### src/rtl/dq_pkg.sv
// Package for the double-ended queue core.
// Holds command and status codes, default sizes and the result control struct.
// No dependencies.
package dq_pkg;

  // Default sizes.
  localparam int DQ_CAPACITY   = 16;
  localparam int DQ_DATA_WIDTH = 32;

  // Command codes carried by an input item.
  localparam logic [2:0] CMD_INS_FRONT = 3'd0;
  localparam logic [2:0] CMD_INS_REAR  = 3'd1;
  localparam logic [2:0] CMD_DEL_FRONT = 3'd2;
  localparam logic [2:0] CMD_DEL_REAR  = 3'd3;
  localparam logic [2:0] CMD_LIST      = 3'd4;

  // Status codes carried by a result item.
  localparam logic [1:0] ST_OK    = 2'd0;
  localparam logic [1:0] ST_EMPTY = 2'd1;
  localparam logic [1:0] ST_FULL  = 2'd2;

  // Control half of a result handed from the controller to the output stage.
  typedef struct packed {
    logic       valid;
    logic [1:0] status;
    logic       last;
    logic       from_ram;
  } res_t;

endpackage

### src/rtl/dq_ram.sv
// Generic single-write, single-read synchronous RAM with a registered read.
// No dependencies.
module dq_ram #(
  parameter int WIDTH = 32,
  parameter int DEPTH = 16
) (
  input  logic                     clk,
  input  logic                     wr_en,
  input  logic [$clog2(DEPTH)-1:0] wr_addr,
  input  logic [WIDTH-1:0]         wr_data,
  input  logic                     rd_en,
  input  logic [$clog2(DEPTH)-1:0] rd_addr,
  output logic [WIDTH-1:0]         rd_data
);

  logic [WIDTH-1:0] mem [DEPTH];

  // Write port.
  always_ff @(posedge clk) begin
    if (wr_en) begin
      mem[wr_addr] <= wr_data;
    end
  end

  // Read port; the data holds until the next read.
  always_ff @(posedge clk) begin
    if (rd_en) begin
      rd_data <= mem[rd_addr];
    end
  end

endmodule

### src/rtl/dq_ctrl.sv
// Queue controller: front index, occupancy, command decode and the list walker.
// Depends on dq_pkg; drives the ports of the slot memory.
module dq_ctrl #(
  parameter int CAPACITY   = 16,
  parameter int DATA_WIDTH = 32
) (
  input  logic                        clk,
  input  logic                        rst,
  input  logic                        in_valid,
  output logic                        in_stall,
  input  logic [2:0]                  command,
  input  logic signed [DATA_WIDTH-1:0] value,
  input  logic                        out_free,
  output dq_pkg::res_t                res,
  output logic                        wr_en,
  output logic [$clog2(CAPACITY)-1:0] wr_addr,
  output logic [DATA_WIDTH-1:0]       wr_data,
  output logic                        rd_en,
  output logic [$clog2(CAPACITY)-1:0] rd_addr
);
  import dq_pkg::*;

  localparam int IW = $clog2(CAPACITY);
  localparam int CW = $clog2(CAPACITY + 1);

  localparam logic [IW-1:0] IDX_LAST = IW'(CAPACITY - 1);
  localparam logic [IW:0]   CAP_WIDE = (IW + 1)'(CAPACITY);
  localparam logic [CW-1:0] OCC_FULL = CW'(CAPACITY);

  // Controller states.
  localparam logic ST_IDLE = 1'b0;
  localparam logic ST_LIST = 1'b1;

  logic          state, state_next;
  logic [IW-1:0] front, front_next;
  logic [CW-1:0] occ, occ_next;
  logic [IW-1:0] pos, pos_next;
  logic [CW-1:0] cnt, cnt_next;

  logic          accept;
  logic          is_full;
  logic          is_empty;
  logic [IW-1:0] front_dec;
  logic [IW-1:0] front_inc;
  logic [IW-1:0] pos_inc;
  logic [IW:0]   rear_sum;
  logic [IW-1:0] rear;
  logic          list_last;

  assign in_stall = (state == ST_LIST) || !out_free;
  assign accept   = in_valid && !in_stall;
  assign is_full  = (occ == OCC_FULL);
  assign is_empty = (occ == '0);

  // Ring index arithmetic, wrapping at the capacity.
  assign front_dec = (front == '0) ? IDX_LAST : front - 1'b1;
  assign front_inc = (front == IDX_LAST) ? '0 : front + 1'b1;
  assign pos_inc   = (pos == IDX_LAST) ? '0 : pos + 1'b1;
  assign rear_sum  = (IW + 1)'(front) + (IW + 1)'(occ);
  assign rear      = (rear_sum >= CAP_WIDE) ? IW'(rear_sum - CAP_WIDE) : IW'(rear_sum);
  assign list_last = (CW'(cnt + 1'b1) == occ);

  assign wr_data = value;

  // Command decode and list sequencing.
  always_comb begin
    state_next = state;
    front_next = front;
    occ_next   = occ;
    pos_next   = pos;
    cnt_next   = cnt;
    res        = '0;
    wr_en      = 1'b0;
    wr_addr    = rear;
    rd_en      = 1'b0;
    rd_addr    = front;
    unique case (state)
      ST_IDLE: begin
        if (accept) begin
          unique case (command)
            CMD_INS_FRONT: begin
              res.valid = 1'b1;
              res.last  = 1'b1;
              if (is_full) begin
                res.status = ST_FULL;
              end else begin
                wr_en      = 1'b1;
                wr_addr    = front_dec;
                front_next = front_dec;
                occ_next   = occ + 1'b1;
                res.status = ST_OK;
              end
            end
            CMD_INS_REAR: begin
              res.valid = 1'b1;
              res.last  = 1'b1;
              if (is_full) begin
                res.status = ST_FULL;
              end else begin
                wr_en      = 1'b1;
                wr_addr    = rear;
                occ_next   = occ + 1'b1;
                res.status = ST_OK;
              end
            end
            CMD_DEL_FRONT: begin
              res.valid = 1'b1;
              res.last  = 1'b1;
              if (is_empty) begin
                res.status = ST_EMPTY;
              end else begin
                front_next = front_inc;
                occ_next   = occ - 1'b1;
                res.status = ST_OK;
              end
            end
            CMD_DEL_REAR: begin
              res.valid = 1'b1;
              res.last  = 1'b1;
              if (is_empty) begin
                res.status = ST_EMPTY;
              end else begin
                occ_next   = occ - 1'b1;
                res.status = ST_OK;
              end
            end
            CMD_LIST: begin
              if (is_empty) begin
                res.valid  = 1'b1;
                res.last   = 1'b1;
                res.status = ST_EMPTY;
              end else begin
                // Fetch the front element; the output stage takes it from the read data.
                rd_en      = 1'b1;
                rd_addr    = front;
                pos_next   = front;
                cnt_next   = '0;
                state_next = ST_LIST;
              end
            end
            default: begin
            end
          endcase
        end
      end
      ST_LIST: begin
        // The read data is held until the output stage takes it.
        if (out_free) begin
          res.valid    = 1'b1;
          res.status   = ST_OK;
          res.last     = list_last;
          res.from_ram = 1'b1;
          if (list_last) begin
            state_next = ST_IDLE;
          end else begin
            rd_en    = 1'b1;
            rd_addr  = pos_inc;
            pos_next = pos_inc;
            cnt_next = cnt + 1'b1;
          end
        end
      end
      default: begin
        state_next = ST_IDLE;
      end
    endcase
  end

  // Queue state registers.
  always_ff @(posedge clk) begin
    if (rst) begin
      state <= ST_IDLE;
      front <= '0;
      occ   <= '0;
      pos   <= '0;
      cnt   <= '0;
    end else begin
      state <= state_next;
      front <= front_next;
      occ   <= occ_next;
      pos   <= pos_next;
      cnt   <= cnt_next;
    end
  end

endmodule

### src/rtl/dq_outreg.sv
// Output register stage for result items.
// Depends on dq_pkg; takes the element from the slot memory's read data.
module dq_outreg #(
  parameter int DATA_WIDTH = 32
) (
  input  logic                         clk,
  input  logic                         rst,
  input  dq_pkg::res_t                 res,
  input  logic [DATA_WIDTH-1:0]        rd_data,
  output logic                         out_free,
  output logic                         out_valid,
  input  logic                         out_stall,
  output logic [1:0]                   status,
  output logic signed [DATA_WIDTH-1:0] element,
  output logic                         last
);
  import dq_pkg::*;

  assign out_free = !out_valid || !out_stall;

  // Valid flag.
  always_ff @(posedge clk) begin
    if (rst) begin
      out_valid <= 1'b0;
    end else if (out_free) begin
      out_valid <= res.valid;
    end
  end

  // Payload; the element is zero unless the item comes from a list walk.
  always_ff @(posedge clk) begin
    if (out_free && res.valid) begin
      status  <= res.status;
      last    <= res.last;
      element <= res.from_ram ? rd_data : '0;
    end
  end

endmodule

### src/rtl/double_ended_queue_core.sv
// Bounded double-ended queue of signed words held in a ring buffer in one
// synchronous RAM, addressed by a front index and an occupancy count. Inserts,
// deletes and unused command codes are handled without a walk, so such items
// can be accepted back to back while the output stage is free. A list of n
// stored elements streams n result items, as the single read port of the slot
// memory fetches one element per cycle while the output is not stalled; input
// is stalled while the walk runs. No clearing pass follows reset.
module double_ended_queue_core #(
  parameter int CAPACITY   = dq_pkg::DQ_CAPACITY,
  parameter int DATA_WIDTH = dq_pkg::DQ_DATA_WIDTH
) (
  input  logic                         clk,
  input  logic                         rst,
  input  logic                         in_valid,
  output logic                         in_stall,
  input  logic [2:0]                   command,
  input  logic signed [DATA_WIDTH-1:0] value,
  output logic                         out_valid,
  input  logic                         out_stall,
  output logic [1:0]                   status,
  output logic signed [DATA_WIDTH-1:0] element,
  output logic                         last
);
  import dq_pkg::*;

  localparam int IW = $clog2(CAPACITY);

  res_t                  res;
  logic                  out_free;
  logic                  wr_en;
  logic [IW-1:0]         wr_addr;
  logic [DATA_WIDTH-1:0] wr_data;
  logic                  rd_en;
  logic [IW-1:0]         rd_addr;
  logic [DATA_WIDTH-1:0] rd_data;

  // Controller.
  dq_ctrl #(
    .CAPACITY  (CAPACITY),
    .DATA_WIDTH(DATA_WIDTH)
  ) u_ctrl (
    .clk     (clk),
    .rst     (rst),
    .in_valid(in_valid),
    .in_stall(in_stall),
    .command (command),
    .value   (value),
    .out_free(out_free),
    .res     (res),
    .wr_en   (wr_en),
    .wr_addr (wr_addr),
    .wr_data (wr_data),
    .rd_en   (rd_en),
    .rd_addr (rd_addr)
  );

  // Slot memory.
  dq_ram #(
    .WIDTH(DATA_WIDTH),
    .DEPTH(CAPACITY)
  ) u_slots (
    .clk    (clk),
    .wr_en  (wr_en),
    .wr_addr(wr_addr),
    .wr_data(wr_data),
    .rd_en  (rd_en),
    .rd_addr(rd_addr),
    .rd_data(rd_data)
  );

  // Result register.
  dq_outreg #(
    .DATA_WIDTH(DATA_WIDTH)
  ) u_out (
    .clk      (clk),
    .rst      (rst),
    .res      (res),
    .rd_data  (rd_data),
    .out_free (out_free),
    .out_valid(out_valid),
    .out_stall(out_stall),
    .status   (status),
    .element  (element),
    .last     (last)
  );

endmodule

### config.mk
export PLATFORM = sky130hd
export DESIGN_NAME = double_ended_queue_core
export DESIGN_NICKNAME = d
export VERILOG_FILES = /design/src/rtl/dq_pkg.sv /design/src/rtl/dq_ram.sv /design/src/rtl/dq_ctrl.sv /design/src/rtl/dq_outreg.sv /design/src/rtl/double_ended_queue_core.sv
export SDC_FILE = /design/constraint.sdc
export NUM_CORES = 1
export LEC_CHECK = 0
export BUFFER_PORTS_ARGS = -buffer_cell sky130_fd_sc_hd__buf_4
export CAP_MARGIN = 20
export CORE_ASPECT_RATIO = 0.75
export CORE_MARGIN = 5
export CORE_UTILIZATION = 42
export DETAILED_ROUTE_END_ITERATION = 8
export PLACE_DENSITY = 0.64
export SLEW_MARGIN = 0
export SYNTH_ARGS = -nofsm -noshare
export SYNTH_HDL_FRONTEND = slang
export SYNTH_SLANG_ARGS = --single-unit
### constraint.sdc
create_clock -name clk -period 4.5 [get_ports clk]
set_input_delay 0.225 -clock clk [delete_from_list [all_inputs] [get_ports clk]]
set_output_delay 0.225 -clock clk [all_outputs]
set_load 0.05 [all_outputs]
==> results of run 1 <==
[sequential cells by signal, indices dropped and copies added, names as in the netlist]
name and flops:
u_slots.mem 512, u_out.element 32, u_slots.rd_data 32, u_ctrl.cnt 5, u_ctrl.occ 5, u_ctrl.front 4
u_ctrl.pos 4, u_out.status 2, u_ctrl.state 1, u_out.last 1, u_out.out_valid 1
[final timing paths]
kind / from / endpoint / slack (ns) / cells past startpoint
max: u_ctrl.cnt[0]$_SDFFE_PP0P_ / u_slots.rd_data[17]$_DFFE_PP_ / 0.56 / 10
min reg2reg: u_slots.rd_data[23]$_DFFE_PP_ / u_out.element[23]$_SDFFCE_PN0P_ / 0.52 / 1
min: command[0] / u_ctrl.front[1]$_SDFFE_PP0P_ / 0.03 / 4
max reg2reg: u_ctrl.cnt[0]$_SDFFE_PP0P_ / u_slots.rd_data[17]$_DFFE_PP_ / 0.56 / 10
[logic make-up (layout without fill, tap and decap cells)]
| group | Yosys count | count (layout) | share of synthesized area |
|---|---|---|---|
| flops | 599 | 599 | 0.755 |
| xor+xnor | 19 | 19 | 0.00860 |
| simple gates | 180 | 180 | 0.0415 |
| other cells | 0 | 1 | 0 |
| buf+inv | 81 | 278 | 0.0177 |
| fa+ha+maj | 12 | 12 | 0.00701 |
| compound gates | 210 | 210 | 0.0572 |
| mux | 264 | 264 | 0.113 |
[stage by stage]
step	power, mW	setup slack (ns)	area [um^2]	utilization	cells
floorplan	6.75	0.690	23600	-	1365
global placement	7.02	0.642	25500	0.458	2156
detailed placement	7.04	0.529	25500	0.458	2156
CTS	11.7	0.528	27700	0.496	2292
global route	12.0	0.296	27700	0.496	2293
finish	11.6	0.558	27700	0.496	2294
[power by group]
part           total, mW  leakage [nW]  internal [mW]  switching (mW)
Sequential          6.22          5.40           6.19          0.0290
Combinational      0.717          2.89          0.259           0.457
Clock               4.65         0.887           2.66            1.99
[layer usage]
metal	share of wire	GRT usage
met4	0.016	0.0338
met3	0.071	0.0319
met2	0.44	0.263
met1	0.47	0.268
met5	0.00020	0
[cell usage in the layout, fill, tap and decap left out, drive strengths merged, types with 3 or more instances in the layout]
cell,n
nand2,31
o22ai,121
and3,3
a21oi,32
bufinv,6
nor2,48
nand3,6
dlygate4sd3,35
dfxtp,20
edfxtp,579
o31ai,8
nor4,3
and2,34
o21ai,14
xor2,7
ha,10
o211ai,8
mux2i,258
o22a,3
nand2b,4
a21o,3
buf,132
inv,10
xnor2,11
clkbuf,68
nor3,5
nor3b,3
mux2,6
nand3b,3
a22oi,3
or4,30
clkinv,26
[cell type report]
| class | instances | area, um^2 |
|---|---|---|
| well taps | 731 | 915 |
| multi-input cells | 685 | 5570 |
| fillers | 4603 | 28100 |
| clock inverters | 33 | 338 |
| diodes | 1 | 2.50 |
| repair buffers | 167 | 1550 |
| inverters | 10 | 37.5 |
| clock buffers | 68 | 1470 |
| flip-flops and latches | 599 | 17800 |
[tightest hold or removal path, cell delays in order]
cell	delay, ns
buf_4	0.14
nor2_1	0.08
nand2_1	0.06
a21oi_1	0.06
==> out/qor.csv, run 1 <==
stage,metric,value,unit
logic_synthesis,#FFs+latches synth,599,
logic_synthesis,dominant cell by count in the synthesized netlist,edfxtp_1,
timing,WHS,0.0304,ns
detailed_routing,vias,12800,
worst_setup_path,WP data arrival,4.25,ns
global_routing,largest net degree at the start of global routing,40,
timing,final setup fails,0,
placement,PortBufs,75,
power,PD cells,419,nW/um^2
worst_setup_path,CP required,4.81,ns
worst_setup_path,critical path endpoint category,flop,
detailed_routing,1st-iter DRT viols,1084,
timing,setup skew after layout,0.0218,ns
floorplan,Die Area,61000,um^2
floorplan,Die Y-Extent,215,um
timing,Final Hold Fails,0,
timing,Sum Neg Setup Slack,0,ns
run_status,run status,finished clean,
logic_synthesis,Synth area leader,edfxtp_1,
power,Max IR drop VDD,289,uV
global_routing,gr ovfl total,0,
logic_synthesis,Mean Syn Cell Area,17.3,um^2
logic_synthesis,Post-Syn Area,23600,um^2
timing,fin. max-slew vios,0,
cts,Root Buffer,clkbuf_16,
worst_hold_path,Hold Crit Class,in2reg,
timing,RSZ-0062 raised after global routing,false,
layout,layout cell share with drive strength beyond 1,0.161,
logic_synthesis,warnings from Yosys,0,
worst_setup_path,CP bufs+invs,2,
logic_synthesis,"EDFF count, synth",579,
floorplan,Initial Utilization,0.423,
logic_synthesis,share of flip-flops with an asynchronous set or reset,0,
detailed_routing,vias per cell,5.58,
global_routing,initial antenna violation count,3,
worst_setup_path,critical-path cell list,ha_1 -> xnor2_1 -> nand3_1 -> o31a_1 -> o21ai_4 -> buf_12 -> buf_12 -> mux2i_1 -> o22ai_1 -> or4_1,
cts,CTS tree,done,
global_routing,number of global-route vias before repair,12700,
detailed_routing,WL final,54100,um
timing,period utilization,0.876,
global_routing,first-pass GRT wire length,81300,um
timing,crit path time final,3.94,ns
run,max_cap viols,0,
placement,Final Wtd Congestion,0.775,
cts,clock buffer depth,3,
logic_synthesis,top-area cell type share of the netlist area,0.738,
logic_synthesis,synth cell count leaders,"edfxtp_1 (579), mux2i_1 (256), o22ai_1 (121), nor2_1 (48), buf_2 (36)",
detailed_routing,post-route ant nets,0,
cts,CTS clock-pin slew for the worst setup and hold paths,0.06,ns
cts,# resized after CTS,0,
worst_setup_path,Critical-path top delay cell,o21ai_4,
floorplan,# IOs,76,
timing,Slew Limit Headroom,0.370,
timing,fmax,254,MHz
detailed_routing,drt drc,0,
detailed_routing,1st-pass router iterations,5,
cts,CTS buffer count,54,
global_routing,Total GRT Usage,0.174,
logic_synthesis,syn_nets,1416,
logic_synthesis,post-synthesis cell type count,60,
cts,hold buffer count at cts,35,
worst_setup_path,"Max FO, Critical Path",20,
worst_setup_path,Crit path largest cell delay,0.57,ns
cts,H-tree depth,2,
logic_synthesis,sequential area share after synthesis,0.755,
cts,worst-skew pair later-pin latency,0.60,ns
power,leakage power,9.18,nW
cts,Setup Buffers After CTS,0,
logic_synthesis,Area contributors post-synth,"edfxtp_1 (74%), mux2i_1 (11%), o22ai_1 (3.2%)",
placement,DP HPWL,30300,um
timing,Worst Tran Pin Value,0.942,ns
floorplan,Die X,284,um
layout,Layout area overhead,17.4,%
worst_setup_path,Startpoint Class,flop,
logic_synthesis,Post-Syn Instances,1365,
worst_setup_path,WS Path Type,reg2reg,
detailed_routing,wire per inst,23.6,um
floorplan,core area,55700,um^2
floorplan,num rows,75,
logic_synthesis,"Primary FF master, synth",edfxtp_1,
worst_setup_path,"Top cell by count, worst path",buf_12,
layout,NumNets Final,1568,
cts,clock sink total,599,
worst_setup_path,largest delay contributor family on the critical path,compound AO/OA/AOI/OAI gates,
No activity file was read; power rests on OpenSTA's default activity.
==> inputs of run 2 (changes only) <==
CORE_UTILIZATION = 58   (was 42)
PLACE_DENSITY = unset   (was 0.64)
PLACE_DENSITY_LB_ADDON = 0.12   (was unset)
==> run 2 against run 1 <==
  * Die area fell by 27%
  * Non-clock buffer count decreased by 5
  * Clock skew down 0.0069 ns
  * Largest cell class unchanged
  * Final cell count fell by 9.1%
  * Critical path depth unchanged
==> out/qor.csv, run 2 (synthesis gave the netlist of run 1 again) <==
stage,metric,value,unit
layout,Largest regs,"u_slots.mem (512), u_out.element (32), u_slots.rd_data (32)",
detailed_routing,vias per cell,6.11,
placement,PortBufs,75,
timing,Slew Limit Headroom,0.322,
worst_setup_path,WS Path Type,reg2reg,
global_routing,Total GRT Usage,0.235,
timing,final setup fails,0,
placement,DP Worst Slack,0.772,ns
power,sequential share of power,0.552,
worst_hold_path,Hold Crit Class,in2reg,
layout,max reg flops,512,
timing,Sum Neg Setup Slack,0,ns
timing,WHS,0.0377,ns
detailed_routing,1st-iter DRT viols,1192,
floorplan,Die Y-Extent,185,um
worst_setup_path,WP data arrival,4.08,ns
timing,crit path time final,3.76,ns
cts,clock buffer depth,3,
floorplan,core area,40400,um^2
timing,RSZ-0062 raised after global routing,false,
detailed_routing,wire per inst,25.5,um
cts,clock sink total,599,
power,net switching power,2.45,mW
worst_setup_path,"Max FO, Critical Path",73,
layout,Layout Utilization,0.672,
cts,CTS clock-pin slew for the worst setup and hold paths,0.06,ns
detailed_routing,WL final,53200,um
floorplan,Die Area,44800,um^2
floorplan,# IOs,76,
worst_setup_path,largest delay contributor family on the critical path,compound AO/OA/AOI/OAI gates,
layout,layout cell share with drive strength beyond 1,0.152,
worst_setup_path,Critical-path top delay cell,or4_1,
floorplan,Die X,243,um
worst_setup_path,critical path endpoint category,flop,
timing,Worst Tran Pin Value,1.01,ns
layout,"Most flops, register",u_slots.mem,
detailed_routing,vias,12800,
placement,DP HPWL,29000,um
timing,Final Hold Fails,0,
timing,fmax,266,MHz
power,leakage power,9.07,nW
cts,worst-skew pair later-pin latency,0.60,ns
layout,"commonest non-fill, non-tap cell in the layout",edfxtp_1,
layout,NumNets Final,1564,
global_routing,number of global-route vias before repair,12600,
worst_setup_path,Crit path largest cell delay,0.53,ns
run_status,run status,finished clean,
global_routing,first-pass GRT wire length,79400,um
cts,H-tree depth,2,
layout,most frequent cells in the layout,"edfxtp_1 (579), mux2i_1 (253), o22ai_1 (121)",
worst_setup_path,Startpoint Class,flop,
global_routing,initial antenna violation count,1,
detailed_routing,post-route ant nets,0,
cts,# resized after CTS,0,
detailed_routing,drt drc,0,
power,Max IR drop VDD,377,uV
global_routing,largest net degree at the start of global routing,74,
power,Gate power share,0.063,
floorplan,num rows,64,
timing,fin. max-slew vios,0,
timing,setup skew after layout,0.0150,ns
worst_setup_path,CP required,4.82,ns
detailed_routing,1st-pass router iterations,6,
timing,period utilization,0.836,
cts,CTS buffer count,55,
worst_setup_path,CP bufs+invs,2,
power,Clock power frac,0.385,
power,PD cells,415,nW/um^2
floorplan,Initial Utilization,0.583,
power,Overall Power,11.3,mW
power,Internal,8.82,mW
cts,Root Buffer,clkbuf_16,
power,sw frac,0.217,
worst_setup_path,critical-path cell list,ha_1 -> nand3_1 -> xnor2_2 -> o31a_1 -> buf_4 -> o21ai_4 -> buf_12 -> mux2i_1 -> o22ai_1 -> or4_1,
placement,Final Wtd Congestion,0.798,
layout,Layout area overhead,15.3,%
global_routing,gr ovfl total,0,
cts,CTS tree,done,
run,max_cap viols,0,
timing,"crit path setup slack, layout",0.737,ns
[run 2: routing by layer]
| layer | routed length [um] | track usage |
|---|---|---|
| met4 | 1170 | 0.0599 |
| met3 | 4060 | 0.0409 |
| met5 | 0 | 0 |
| met2 | 23900 | 0.359 |
| met1 | 24100 | 0.359 |
[run 2: repair_timing]
action                                 4_1_cts  5_1_grt
hold buffers                                36        0
buffers inserted                             0        0
endpoints found under the hold margin      533        0
[run 2: cell type report]
class                   instances  area [um^2]
flip-flops and latches        599        17800
multi-input cells             685         5570
inverters                      10         37.5
diodes                          1         2.50
fillers                      2673        13300
clock buffers                  71         1480
repair buffers                162         1460
well taps                     528          661
clock inverters                30          176
[run 2: final timing paths]
path,slack [ns],cells after the start,from,to
worst max register to register,0.74,10,u_ctrl.cnt[0]$_SDFFE_PP0P_,u_slots.rd_data[13]$_DFFE_PP_
worst max-delay path,0.74,10,u_ctrl.cnt[0]$_SDFFE_PP0P_,u_slots.rd_data[13]$_DFFE_PP_
worst min register to register,0.52,1,u_slots.rd_data[2]$_DFFE_PP_,u_out.element[2]$_SDFFCE_PN0P_
worst min-delay path,0.04,3,command[2],u_ctrl.state$_SDFF_PP0_
[run 2: metrics by stage]
stage	area (um^2)	instances
after floorplan	23600	1365
after global placement	25100	1948
after detailed placement	25100	1948
after CTS	27200	2085
after global routing	27200	2086
final	27200	2086
[run 2: power by group through the flow]
stage          Clock, mW  Combinational (mW)  Sequential (mW)
2_1_floorplan          0               0.338             6.42
3_3_place_gp           0               0.667             6.34
3_5_place_dp           0               0.680             6.34
4_1_cts             4.40               0.708             6.22
5_1_grt             4.64               0.757             6.22
6_report            4.34               0.707             6.22
[run 2: worst reg2reg max path: stages, from the launching register on]
cell and delay [ns]:
dfxtp_1 0.42, ha_1 0.27, nand3_1 0.19, xnor2_2 0.24, o31a_1 0.33, buf_4 0.24
o21ai_4 0.36, buf_12 0.42, mux2i_1 0.40, o22ai_1 0.10, or4_1 0.53
